File: src/hw/rtl/iopf_pkg.sv
// shared constants and types for the interleaved one-pole filter
// no dependencies; compile first after the macro header
package iopf_pkg;

	localparam int MAX_CHANNELS_DEF   = 8;
	localparam int SAMPLE_WIDTH_DEF   = 24;
	localparam int COEF_FRAC_BITS_DEF = 16;

	// width of the channel count register field, count after reset
	localparam int CHAN_FIELD_W     = 4;
	localparam int CHAN_COUNT_RESET = 2;

	localparam int CFG_INDEX_W = 2;

	typedef enum logic [CFG_INDEX_W-1:0] {
		REG_COEF  = 2'd0,
		REG_MODE  = 2'd1,
		REG_COUNT = 2'd2
	} cfg_reg_t;

	// per-cycle control for the channel state store
	typedef struct packed {
		logic adv;
		logic clr;
	} state_ctl_t;

endpackage

File: src/hw/rtl/iopf_in_if.sv
// input sample channel: valid/ready plus one signed sample
// depends on iopf_pkg for the default sample width
interface iopf_in_if #(
	parameter int SAMPLE_WIDTH = iopf_pkg::SAMPLE_WIDTH_DEF
);
	logic                           valid;
	logic                           ready;
	logic signed [SAMPLE_WIDTH-1:0] sample_in;

	modport source (output valid, output sample_in, input ready);
	modport sink (input valid, input sample_in, output ready);
endinterface

File: src/hw/rtl/iopf_out_if.sv
// result sample channel: valid/ready plus one signed sample
// depends on iopf_pkg for the default sample width
interface iopf_out_if #(
	parameter int SAMPLE_WIDTH = iopf_pkg::SAMPLE_WIDTH_DEF
);
	logic                           valid;
	logic                           ready;
	logic signed [SAMPLE_WIDTH-1:0] sample_out;

	modport source (output valid, output sample_out, input ready);
	modport sink (input valid, input sample_out, output ready);
endinterface

File: src/hw/rtl/iopf_cfg.sv
// configuration registers: coefficient, mode and channel count
// depends on iopf_pkg; the count write also raises the state clear
module iopf_cfg #(
	parameter int MAX_CHANNELS   = iopf_pkg::MAX_CHANNELS_DEF,
	parameter int COEF_FRAC_BITS = iopf_pkg::COEF_FRAC_BITS_DEF,
	parameter int CNT_W          = $clog2(MAX_CHANNELS + 1)
) (
	input  logic                              clk,
	input  logic                              arst_n,
	input  logic                              wr_en,
	input  logic [iopf_pkg::CFG_INDEX_W-1:0]  wr_index,
	input  logic [COEF_FRAC_BITS:0]           wr_data,
	output logic [COEF_FRAC_BITS:0]           coef,
	output logic                              highpass,
	output logic [CNT_W-1:0]                  count,
	output logic                              clr
);
	import iopf_pkg::*;

	localparam logic [COEF_FRAC_BITS:0] COEF_ONE = {1'b1, {COEF_FRAC_BITS{1'b0}}};
	localparam int RST_COUNT =
		(CHAN_COUNT_RESET > MAX_CHANNELS) ? MAX_CHANNELS : CHAN_COUNT_RESET;

	logic [COEF_FRAC_BITS:0] coef_q;
	logic                    highpass_q;
	logic [CNT_W-1:0]        count_q;
	logic [COEF_FRAC_BITS:0] coef_d;
	logic [CNT_W-1:0]        count_d;
	logic [CHAN_FIELD_W-1:0] count_raw;
	int                      count_int;

	assign count_raw = wr_data[CHAN_FIELD_W-1:0];

	always_comb begin
		coef_d = (wr_data > COEF_ONE) ? COEF_ONE : wr_data;
		// zero means one channel, anything past the store saturates
		if (count_raw == '0) begin
			count_int = 1;
		end else if (int'(count_raw) > MAX_CHANNELS) begin
			count_int = MAX_CHANNELS;
		end else begin
			count_int = int'(count_raw);
		end
		count_d = CNT_W'(count_int);
	end

	always_ff @(posedge clk or negedge arst_n) begin
		if (!arst_n) begin
			coef_q     <= COEF_ONE;
			highpass_q <= 1'b0;
			count_q    <= CNT_W'(RST_COUNT);
		end else if (wr_en) begin
			case (wr_index)
				REG_COEF: begin
					coef_q <= coef_d;
				end
				REG_MODE: begin
					highpass_q <= wr_data[0];
				end
				REG_COUNT: begin
					count_q <= count_d;
				end
				default: begin
				end
			endcase
		end
	end

	assign clr      = wr_en && (wr_index == REG_COUNT);
	assign coef     = coef_q;
	assign highpass = highpass_q;
	assign count    = count_q;

endmodule

File: src/hw/rtl/iopf_state.sv
// per-channel history (previous input and output) and channel position
// depends on iopf_pkg for the control struct
module iopf_state #(
	parameter int MAX_CHANNELS = iopf_pkg::MAX_CHANNELS_DEF,
	parameter int SAMPLE_WIDTH = iopf_pkg::SAMPLE_WIDTH_DEF,
	parameter int CNT_W        = $clog2(MAX_CHANNELS + 1)
) (
	input  logic                           clk,
	input  logic                           arst_n,
	input  iopf_pkg::state_ctl_t           ctl,
	input  logic [CNT_W-1:0]               count,
	input  logic signed [SAMPLE_WIDTH-1:0] x_new,
	input  logic signed [SAMPLE_WIDTH-1:0] y_new,
	output logic signed [SAMPLE_WIDTH-1:0] x1,
	output logic signed [SAMPLE_WIDTH-1:0] y1
);
	import iopf_pkg::*;

	localparam int POS_W = (MAX_CHANNELS > 1) ? $clog2(MAX_CHANNELS) : 1;

	logic signed [SAMPLE_WIDTH-1:0] prev_in_q  [MAX_CHANNELS];
	logic signed [SAMPLE_WIDTH-1:0] prev_out_q [MAX_CHANNELS];
	logic [POS_W-1:0]               pos_q;
	logic [POS_W-1:0]               ch;
	logic [POS_W-1:0]               ch_next;
	int                             ch_inc;

	always_comb begin
		ch      = (int'(pos_q) >= int'(count)) ? '0 : pos_q;
		ch_inc  = int'(ch) + 1;
		ch_next = (ch_inc >= int'(count)) ? '0 : POS_W'(ch_inc);
	end

	assign x1 = prev_in_q[ch];
	assign y1 = prev_out_q[ch];

	always_ff @(posedge clk or negedge arst_n) begin
		if (!arst_n) begin
			for (int i = 0; i < MAX_CHANNELS; i++) begin
				prev_in_q[i]  <= '0;
				prev_out_q[i] <= '0;
			end
			pos_q <= '0;
		end else if (ctl.clr) begin
			for (int i = 0; i < MAX_CHANNELS; i++) begin
				prev_in_q[i]  <= '0;
				prev_out_q[i] <= '0;
			end
			pos_q <= '0;
		end else if (ctl.adv) begin
			prev_in_q[ch]  <= x_new;
			prev_out_q[ch] <= y_new;
			pos_q          <= ch_next;
		end
	end

endmodule

File: src/hw/rtl/iopf_calc.sv
// one-pole arithmetic: one shared multiplier, floor shift, saturation
// depends on iopf_pkg for default widths; purely combinational
module iopf_calc #(
	parameter int SAMPLE_WIDTH   = iopf_pkg::SAMPLE_WIDTH_DEF,
	parameter int COEF_FRAC_BITS = iopf_pkg::COEF_FRAC_BITS_DEF
) (
	input  logic signed [SAMPLE_WIDTH-1:0] x,
	input  logic signed [SAMPLE_WIDTH-1:0] x1,
	input  logic signed [SAMPLE_WIDTH-1:0] y1,
	input  logic [COEF_FRAC_BITS:0]        coef,
	input  logic                           highpass,
	output logic signed [SAMPLE_WIDTH-1:0] y
);
	import iopf_pkg::*;

	localparam int SW     = SAMPLE_WIDTH;
	localparam int F      = COEF_FRAC_BITS;
	localparam int PROD_W = F + SW + 4;
	localparam int SUM_W  = SW + 5;
	localparam logic [F:0] COEF_ONE = {1'b1, {F{1'b0}}};

	logic signed [SW+1:0]     x_e;
	logic signed [SW+1:0]     x1_e;
	logic signed [SW+1:0]     y1_e;
	logic signed [SW+1:0]     diff;
	logic signed [SW+1:0]     hsum;
	logic [F:0]               mul_a;
	logic signed [SW+1:0]     mul_b;
	logic signed [F+1:0]      mul_a_s;
	logic signed [PROD_W-1:0] prod;
	logic signed [SW+3:0]     shifted;
	logic signed [SW+3:0]     base;
	logic signed [SUM_W-1:0]  sum;
	logic                     in_range;

	assign x_e  = {{2{x[SW-1]}}, x};
	assign x1_e = {{2{x1[SW-1]}}, x1};
	assign y1_e = {{2{y1[SW-1]}}, y1};

	// lowpass: b*(x - y1) added to y1; highpass: (1-b)*(y1 + x - x1)
	assign diff  = x_e - y1_e;
	assign hsum  = y1_e + x_e - x1_e;
	assign mul_a = highpass ? (COEF_ONE - coef) : coef;
	assign mul_b = highpass ? hsum : diff;

	assign mul_a_s = {1'b0, mul_a};
	assign prod    = mul_a_s * mul_b;

	// dropping the fraction bits of a two's complement value floors it
	assign shifted = prod[PROD_W-1:F];
	assign base    = highpass ? '0 : {{2{y1[SW-1]}}, y1_e};
	assign sum     = {base[SW+3], base} + {shifted[SW+3], shifted};

	assign in_range = (sum[SUM_W-1:SW-1] == '0) || (sum[SUM_W-1:SW-1] == '1);

	always_comb begin
		if (in_range) begin
			y = sum[SW-1:0];
		end else if (sum[SUM_W-1]) begin
			y = {1'b1, {(SW-1){1'b0}}};
		end else begin
			y = {1'b0, {(SW-1){1'b1}}};
		end
	end

endmodule

File: src/hw/rtl/interleaved_one_pole_filter.sv
// Interleaved one-pole lowpass/highpass filter, top level.
//
// Samples of an interleaved stream arrive one per beat on in_ch; the block
// assigns them to channels 0, 1, .., count-1 in turn and wraps. Each result
// beat on out_ch carries the filtered sample of the matching input beat, in
// order. Registers are written through wr_en / wr_index / wr_data while the
// stream is idle: 0 coefficient (Q1.16, clipped to 1.0), 1 highpass select,
// 2 channel count (clipped to 1..MAX_CHANNELS; any write clears history).
//
// Each sample taken on in_ch is held in the input register, then passes
// through the history read, one multiplier and saturation into the output
// register, with the history written back on the same edge. Throughput:
// one sample per cycle while out_ch does not stall. When out_ch stalls, the
// input register holds one more beat and then in_ch.ready drops until the
// output register is taken.
// Reset: history and position clear at once, coefficient 1.0, lowpass,
// two channels; no clearing pass is needed.
module interleaved_one_pole_filter #(
	parameter int MAX_CHANNELS   = iopf_pkg::MAX_CHANNELS_DEF,
	parameter int SAMPLE_WIDTH   = iopf_pkg::SAMPLE_WIDTH_DEF,
	parameter int COEF_FRAC_BITS = iopf_pkg::COEF_FRAC_BITS_DEF
) (
	input  logic                             clk,
	input  logic                             arst_n,
	iopf_in_if.sink                          in_ch,
	iopf_out_if.source                       out_ch,
	input  logic                             wr_en,
	input  logic [iopf_pkg::CFG_INDEX_W-1:0] wr_index,
	input  logic [COEF_FRAC_BITS:0]          wr_data
);
	import iopf_pkg::*;

	localparam int CNT_W = $clog2(MAX_CHANNELS + 1);

	logic                           valid_s1;
	logic signed [SAMPLE_WIDTH-1:0] x_s1;
	logic                           out_valid_q;
	logic signed [SAMPLE_WIDTH-1:0] y_q;
	logic                           adv;
	logic                           take;

	logic [COEF_FRAC_BITS:0]        coef;
	logic                           highpass;
	logic [CNT_W-1:0]               count;
	logic                           clr;
	state_ctl_t                     st_ctl;
	logic signed [SAMPLE_WIDTH-1:0] x1;
	logic signed [SAMPLE_WIDTH-1:0] y1;
	logic signed [SAMPLE_WIDTH-1:0] y;

	// the input register moves on whenever the output register is free
	assign adv          = valid_s1 && (!out_valid_q || out_ch.ready);
	assign in_ch.ready  = !valid_s1 || adv;
	assign take         = in_ch.valid && in_ch.ready;

	assign st_ctl.adv = adv;
	assign st_ctl.clr = clr;

	iopf_cfg #(
		.MAX_CHANNELS   (MAX_CHANNELS),
		.COEF_FRAC_BITS (COEF_FRAC_BITS),
		.CNT_W          (CNT_W)
	) u_cfg (
		.clk      (clk),
		.arst_n   (arst_n),
		.wr_en    (wr_en),
		.wr_index (wr_index),
		.wr_data  (wr_data),
		.coef     (coef),
		.highpass (highpass),
		.count    (count),
		.clr      (clr)
	);

	iopf_state #(
		.MAX_CHANNELS (MAX_CHANNELS),
		.SAMPLE_WIDTH (SAMPLE_WIDTH),
		.CNT_W        (CNT_W)
	) u_state (
		.clk    (clk),
		.arst_n (arst_n),
		.ctl    (st_ctl),
		.count  (count),
		.x_new  (x_s1),
		.y_new  (y),
		.x1     (x1),
		.y1     (y1)
	);

	iopf_calc #(
		.SAMPLE_WIDTH   (SAMPLE_WIDTH),
		.COEF_FRAC_BITS (COEF_FRAC_BITS)
	) u_calc (
		.x        (x_s1),
		.x1       (x1),
		.y1       (y1),
		.coef     (coef),
		.highpass (highpass),
		.y        (y)
	);

	always_ff @(posedge clk or negedge arst_n) begin
		if (!arst_n) begin
			valid_s1 <= 1'b0;
		end else if (take) begin
			valid_s1 <= 1'b1;
		end else if (adv) begin
			valid_s1 <= 1'b0;
		end
	end

	always_ff @(posedge clk) begin
		if (take) begin
			x_s1 <= in_ch.sample_in;
		end
	end

	always_ff @(posedge clk or negedge arst_n) begin
		if (!arst_n) begin
			out_valid_q <= 1'b0;
		end else if (adv) begin
			out_valid_q <= 1'b1;
		end else if (out_ch.ready) begin
			out_valid_q <= 1'b0;
		end
	end

	always_ff @(posedge clk) begin
		if (adv) begin
			y_q <= y;
		end
	end

	assign out_ch.valid      = out_valid_q;
	assign out_ch.sample_out = y_q;

endmodule

File: src/flat_wrapper.sv
// flat-port wrapper written by rule: the top's interface ports become plain ports
module interleaved_one_pole_filter_flat import iopf_pkg::*;
#(
	parameter int MAX_CHANNELS   = iopf_pkg::MAX_CHANNELS_DEF,
	parameter int SAMPLE_WIDTH   = iopf_pkg::SAMPLE_WIDTH_DEF,
	parameter int COEF_FRAC_BITS = iopf_pkg::COEF_FRAC_BITS_DEF
)
  (clk, arst_n, wr_en, wr_index, wr_data, in_ch_valid, in_ch_sample_in, in_ch_ready, out_ch_valid, out_ch_sample_out, out_ch_ready);
  iopf_in_if #(.SAMPLE_WIDTH(SAMPLE_WIDTH)) in_ch_i ();
  iopf_out_if #(.SAMPLE_WIDTH(SAMPLE_WIDTH)) out_ch_i ();
  input  logic clk;
  input  logic arst_n;
  input  logic wr_en;
  input  logic [iopf_pkg::CFG_INDEX_W-1:0] wr_index;
  input  logic [COEF_FRAC_BITS:0] wr_data;
  input wire logic [$bits(in_ch_i.valid)-1:0] in_ch_valid;
  input wire logic [$bits(in_ch_i.sample_in)-1:0] in_ch_sample_in;
  output wire logic [$bits(in_ch_i.ready)-1:0] in_ch_ready;
  output wire logic [$bits(out_ch_i.valid)-1:0] out_ch_valid;
  output wire logic [$bits(out_ch_i.sample_out)-1:0] out_ch_sample_out;
  input wire logic [$bits(out_ch_i.ready)-1:0] out_ch_ready;
  assign in_ch_i.valid = in_ch_valid;
  assign in_ch_i.sample_in = in_ch_sample_in;
  assign in_ch_ready = in_ch_i.ready;
  assign out_ch_valid = out_ch_i.valid;
  assign out_ch_sample_out = out_ch_i.sample_out;
  assign out_ch_i.ready = out_ch_ready;
  interleaved_one_pole_filter #(.MAX_CHANNELS(MAX_CHANNELS), .SAMPLE_WIDTH(SAMPLE_WIDTH), .COEF_FRAC_BITS(COEF_FRAC_BITS)) u_core (.clk(clk), .arst_n(arst_n), .in_ch(in_ch_i), .out_ch(out_ch_i), .wr_en(wr_en), .wr_index(wr_index), .wr_data(wr_data));
endmodule
File: config.mk
export PLATFORM = sky130hd
export DESIGN_NAME = interleaved_one_pole_filter_flat
export DESIGN_NICKNAME = d
export VERILOG_FILES = /design/src/hw/rtl/iopf_pkg.sv /design/src/hw/rtl/iopf_in_if.sv /design/src/hw/rtl/iopf_out_if.sv /design/src/hw/rtl/iopf_cfg.sv /design/src/hw/rtl/iopf_state.sv /design/src/hw/rtl/iopf_calc.sv /design/src/hw/rtl/interleaved_one_pole_filter.sv /design/src/flat_wrapper.sv
export SDC_FILE = /design/constraint.sdc
export NUM_CORES = 2
export LEC_CHECK = 0
export BUFFER_PORTS_ARGS = -buffer_cell sky130_fd_sc_hd__buf_2
export CORE_AREA = 4 4 335 304
export CTS_CLUSTER_DIAMETER = 40
export DETAILED_ROUTE_END_ITERATION = 12
export DIE_AREA = 0 0 339 308
export SLEW_MARGIN = 20
export SYNTH_ARGS = -nofsm -noshare
export SYNTH_HDL_FRONTEND = slang
export SYNTH_SLANG_ARGS = --single-unit
File: constraint.sdc
create_clock -name clk -period 32.1 [get_ports clk]
set_input_delay 8.025 -clock clk [delete_from_list [all_inputs] [get_ports clk]]
set_output_delay 8.025 -clock clk [all_outputs]
set_load 0.02 [all_outputs]
# Word level (Yosys, flattened, before mapping)
# Index checks and enable logic that the tools add are counted.
# word_totals
regBits	459
input_bits	48
out_inout_bits	26
word_cells	89
# classes
n_addsub	6
multipliers	1
n_lt_le_gt_ge	6
n_eq_ne	3
muxes	30
bitwise	1
reduce_logical	18
# op_table
cell	n
$mux W192	4
$bwmux W192	2
$mux W24	7
$bmux W24 S3	2
$demux W24 S3	1
$mul A18 B26 Y44	1
$mux W17	2
$add A28 B28 Y29	1
$mux W28	1
$mux W26	1
$sub A25 B24 Y26	1
$add A24 B24 Y25	1
$sub A24 B24 Y25	1
$gt A17 B17 Y1 const B	1
$sub A17 B17 Y17 const A	1
$mux W3	4
$mux W4	2
$eq A6 B6 Y1 const B	1
$logic_not A6 Y1	1
$reduce_and A2 Y1	3
$reduce_bool A2 Y1	3
$add A3 B1 Y4 const B	1
$ge A3 B4 Y1	1
$ge A4 B4 Y1	1
12 further kinds	21

# Depth between registers and ports, before layout
# depth
word_depth	17
ltp_mapped	66
depth_no_buf	59

# By module
# Synthesis repeated with hierarchy kept, for this count alone.
# unflattened
cells_unflattened	4707
area_unflattened_um2	42211.7
# modules_own_cells
module	n_inst	cells_per_inst	area_each_um2	seq_area_each_um2
iopf_calc	1	2536	20877.5	0.0
iopf_state	1	2015	18751.7	9684.3
interleaved_one_pole_filter	1	56	1545.2	1491.4
iopf_cfg	1	100	1037.2	553.0

# Least setup slack after synthesis
# No wires, ideal clock.
# synth_path
path_type	input port to output port
startpoint	input port out_ch_ready
endpoint	output port in_ch_ready
arrival_ns	8.303
required_time_ns	24.075
setup_slack_ns	15.772
cell_stages	1
n_path_buf	0
cell_sequence	nand3b_1
# synth_between
elab_chain_len	3
# synth_rtl
element	line	text
start, declared	flat_wrapper.sv:21	input wire logic [$bits(out_ch_i.ready)-1:0] out_ch_ready;
$logic_or A1 B1 Y1	interleaved_one_pole_filter.sv:52	assign adv = valid_s1 && (!out_valid_q || out_ch.ready);
$logic_and A1 B1 Y1	interleaved_one_pole_filter.sv:52	
$logic_or A1 B1 Y1	interleaved_one_pole_filter.sv:53	assign in_ch.ready = !valid_s1 || adv;
end, declared	flat_wrapper.sv:18	output wire logic [$bits(in_ch_i.ready)-1:0] in_ch_ready;
# Every way passes these cells.

# Worst setup path after layout
# Ends and elaborated chain as after synthesis.

==> results.md <==
Worst setup path:
- The arrival time at the worst endpoint is approximately 8.5 ns.
- The worst register-to-register path has a depth of 56.
- The capture point of the worst reg-to-reg path is u_core.u_state.prev_out_q[58]$_DFFE_PN0P_.
- The reg-to-reg setup timing slack is 15.64 ns.
- For the worst setup path, the data required time is 24.07 ns.
- The critical path is of the primary input to output port type.
- The worst-path maximum fanout is 3.
- The worst setup path is launched from a primary input.
- The kind of end point of the critical path is an output port.
- The reg-to-reg critical path startpoint is u_core.u_state.pos_q[0]$_DFFE_PN0P_.

Route:
- The first-iteration detailed-routing DRC count is ~3400.
- The average via count per standard cell is 5.857.
- The overall via count from detail_route is 31320.
- For this run, the detailed router's first-pass iteration total came to 7.
- The final layout contains routed wiring with a total length of 127800 um.
- The average detailed-routed wire length per instance is 23.90 um.
- In the routed design, unresolved DRC markers number 0.
- In this run the remaining antenna-violating nets after routing total 0.

Run status:
- The run finished with clean final reports.

Synth:
- The number of nets handed over by synthesis was 4696.
- After synthesis the cells add up to roughly 39000 sq um.
- The number of synthesized flops with an enable pin is 48.
- By count the netlist is led by sky130_fd_sc_hd__inv_1 (606), sky130_fd_sc_hd__fa_1 (448), sky130_fd_sc_hd__nor2_1 (415).
- The fraction of post-synthesis cell area in the top cell type by area is 0.2616.
- Averaged over all synthesized cells, the footprint is just under 10 sq um.
- Yosys printed 0 warnings.
- After synthesis the netlist holds a flip-flop and latch count of roughly 460.
- The dominant synthesized flop cell is sky130_fd_sc_hd__dfrtp_1.
- By area the synthesized netlist is led by sky130_fd_sc_hd__dfrtp_1 (26%), sky130_fd_sc_hd__fa_1 (23%), sky130_fd_sc_hd__ha_1 (6.1%).
- For this run, the register share of the synthesized area comes to 0.2998.
- In this run, distinct cell masters in the synthesized netlist total 74.
- sky130_fd_sc_hd__dfrtp_1 takes more of the synthesized area than any other cell.
- After synthesis, the share of flip-flops with an asynchronous set or reset is 0.8954.
- Among all cell types in the netlist, the one instantiated most often is sky130_fd_sc_hd__inv_1.
- Counting every instance in the synthesized netlist gives 4010.

Floorplan:
- The starting density of the core is 0.3990.
- Row generation in the floorplan step produced 109 rows.
- The die is roughly 310 um tall.
- 74 I/O pins were placed.
- The placeable core region is approximately 100000 sq um.
- The total die area is 104400 sq um.
- Measured along the x axis, the die boundary spans between 300 and 400 um.

Worst hold path:
- The number of cells traversed by the worst hold path is 2.
- The source of the worst hold timing path is u_core.u_state.prev_in_q[105]$_DFFE_PN0P_.
- The path class of the tightest hold or removal check is flop to flop.
- The capture endpoint of the worst hold path is u_core.u_state.prev_in_q[105]$_DFFE_PN0P_.

Clocking:
- In this run, CTS created clock tree buffers numbering 53.
- Clock-pin slew was measured on the worst setup and hold paths at 0.06 ns.
- The number of resized instances in the post-cts repair step is 0.
- In this run the post-CTS setup repair buffer count came out at 0.
- In this run, post-CTS hold repair placed 0 buffers.
- Counting along the longest clock path gives a buffer depth of 3.
- The H-tree generated during clock tree synthesis spans 2 levels.
- The clock latency on the worst-skew pair is 0.62 ns.
- The CTS tree is built.
- The TritonCTS sink count is 459.
- In this run the clock root is driven by a sky130_fd_sc_hd__clkbuf_16.

Cells and area:
- Relative to the synthesized area, the layout overhead comes to 10.16%.
- The number of nets at the end of the flow is 4713.
- The layout filler cell count is 9295.
- 0 antenna diodes ended up in the layout.
- In the final layout, the share of cells above drive strength 1 is 0.08841.

STA:
- Setup repair after global routing left no endpoint under its margin.
- For the final routed database, the setup TNS stands at 0 ns.
- The pin slew with the least headroom to its limit is 1.169 ns.
- The final critical-path share of the clock period is 0.5140.
- The count of final max-slew check failures is 0.
- The final hold violation count is 0.
- Derived from the worst setup path, the maximum achievable clock frequency is 60.60 MHz.
- Clock skew on the completed layout was measured at between 0.04 and 0.05 ns.
- For the finished layout, the period the worst path requires is 16.50 ns.
- The worst slew margin relative to its limit is 0.2180.
- Setup violations remaining at the end of the flow were counted as 0.

GRT:
- The global-route usage over all layers is 0.2451.
- The first global-routing pass estimated 198300 um of wire.
- The via count of the first global-routing pass is 31610.
- The number of antenna violations at the first check in global routing came to 5.
- The maximum number of pins on one net before global-route repair is about 150.
- The aggregate global routing overflow is 0.

Job:
- The max-capacitance violation count is 0.

Place:
- Routability-driven placement finished with a final weighted congestion of 0.9278.
- The count of input and output buffers is 73.
- The HPWL after detailed placement is 93620 um.
## cell usage in the layout, fill, tap and decap left out, types with 11 or more instances in the layout
cell type                   count
sky130_fd_sc_hd__a221oi_1      25
sky130_fd_sc_hd__clkbuf_16     55
sky130_fd_sc_hd__nand2b_1      44
sky130_fd_sc_hd__o21a_1        31
sky130_fd_sc_hd__nor2_1       407
sky130_fd_sc_hd__xnor2_1       78
sky130_fd_sc_hd__a222oi_1      24
sky130_fd_sc_hd__ha_1         190
sky130_fd_sc_hd__dfrtp_1      408
sky130_fd_sc_hd__nand3_1       46
sky130_fd_sc_hd__buf_2         72
sky130_fd_sc_hd__fa_1         448
sky130_fd_sc_hd__inv_1        605
sky130_fd_sc_hd__xor2_1        32
sky130_fd_sc_hd__a21o_1        43
sky130_fd_sc_hd__a221o_1      153
sky130_fd_sc_hd__buf_4        105
sky130_fd_sc_hd__nand4_1       13
sky130_fd_sc_hd__mux2_2        11
sky130_fd_sc_hd__o21ai_1       11
sky130_fd_sc_hd__nor3_1        30
sky130_fd_sc_hd__nand2_1      318
sky130_fd_sc_hd__or2_2         27
sky130_fd_sc_hd__and3_1        31
sky130_fd_sc_hd__a22o_1       201
sky130_fd_sc_hd__o221ai_1      25
sky130_fd_sc_hd__nor2b_1       12
sky130_fd_sc_hd__o21ai_0      145
sky130_fd_sc_hd__or3_1         28
sky130_fd_sc_hd__a21oi_1      116
sky130_fd_sc_hd__edfxtp_1      48
sky130_fd_sc_hd__o22ai_1       51
sky130_fd_sc_hd__o22a_1        24
## critical path, stage by stage
cell	delay (ns)
sky130_fd_sc_hd__buf_2	0.10
sky130_fd_sc_hd__nand3b_1	0.17
sky130_fd_sc_hd__buf_2	0.18
## worst max-delay path by stage
stage	cells past startpoint	slack, ns	to	startpoint
after floorplan	1	15.77	in_ch_ready	out_ch_ready
after global routing	58	14.63	u_core.u_state.prev_out_q[60]$_DFFE_PN0P_	u_core.u_state.pos_q[0]$_DFFE_PN0P_
after CTS	3	15.59	in_ch_ready	out_ch_ready
final	3	15.60	in_ch_ready	out_ch_ready
after detailed placement	3	15.60	in_ch_ready	out_ch_ready
after global placement	3	15.60	in_ch_ready	out_ch_ready
## cell type report
type	instances	area, sq um	share of cell area
multi-input cells	2726	24490	0.5682
clock buffers	71	1496	0.03472
clock inverters	29	319.1	0.007404
inverters	608	2282	0.05296
repair buffers	179	1184	0.02747
flip-flops and latches	459	11730	0.2722
well taps	1276	1597	0.03705
## stage by stage
| step | util | instances | setup WS (ns) | hold WS, ns | cell area [sq um] |
|---|---|---|---|---|---|
| 4_1_cts | 0.4393 | 5348 | 15.59 | 0.4842 | 43080 |
| 2_1_floorplan | - | 4010 | 15.77 | 0.4488 | 39120 |
| 5_1_grt | 0.4395 | 5348 | 14.63 | 0.5045 | 43100 |
| 3_3_place_gp | 0.4207 | 5248 | 15.60 | 0.4607 | 41260 |
| 3_5_place_dp | 0.4208 | 5248 | 15.60 | 0.4700 | 41260 |
| 6_report | 0.4395 | 5348 | 15.60 | 0.4801 | 43100 |
## metal layers
| layer | vias up | global-route usage | wire (um) |
|---|---|---|---|
| li1 | 13610 | - | - |
| met1 | 16040 | 0.3532 | 55740 |
| met2 | 1467 | 0.3648 | 54810 |
| met3 | 201 | 0.06972 | 13770 |
| met4 | 4 | 0.06187 | 3474 |
| met5 | - | 0 | 23 |
## sequential cells by signal, summed over array words and instances, names as in the netlist
register	cells
u_core.valid_s1	1
u_core.out_ch.valid	1
u_core.u_state.pos_q	3
u_core.u_state.prev_out_q	192
u_core.u_cfg.count	4
u_core.u_state.prev_in_q	192
u_core.u_cfg.coef	17
u_core.u_cfg.highpass	1
u_core.out_ch.sample_out	24
u_core.x_s1	24
## logic make-up (layout without fill, tap and decap cells)
| group | Yosys count | in the layout | synth area share |
|---|---|---|---|
| AND/OR/NAND/NOR | 1010 | 1010 | 0.1149 |
| multiplexers | 21 | 21 | 0.005725 |
| adder cells (fa/ha/maj) | 645 | 645 | 0.2918 |
| AO/OA/AOI/OAI | 930 | 930 | 0.1804 |
| buffers and inverters | 825 | 887 | 0.08047 |
| XOR/XNOR | 120 | 120 | 0.02687 |
| flip-flops | 459 | 459 | 0.2998 |
Power is left out: the tool's default activity adds up to more than one toggle a clock period on the data nets, which glitch-free logic cannot reach.
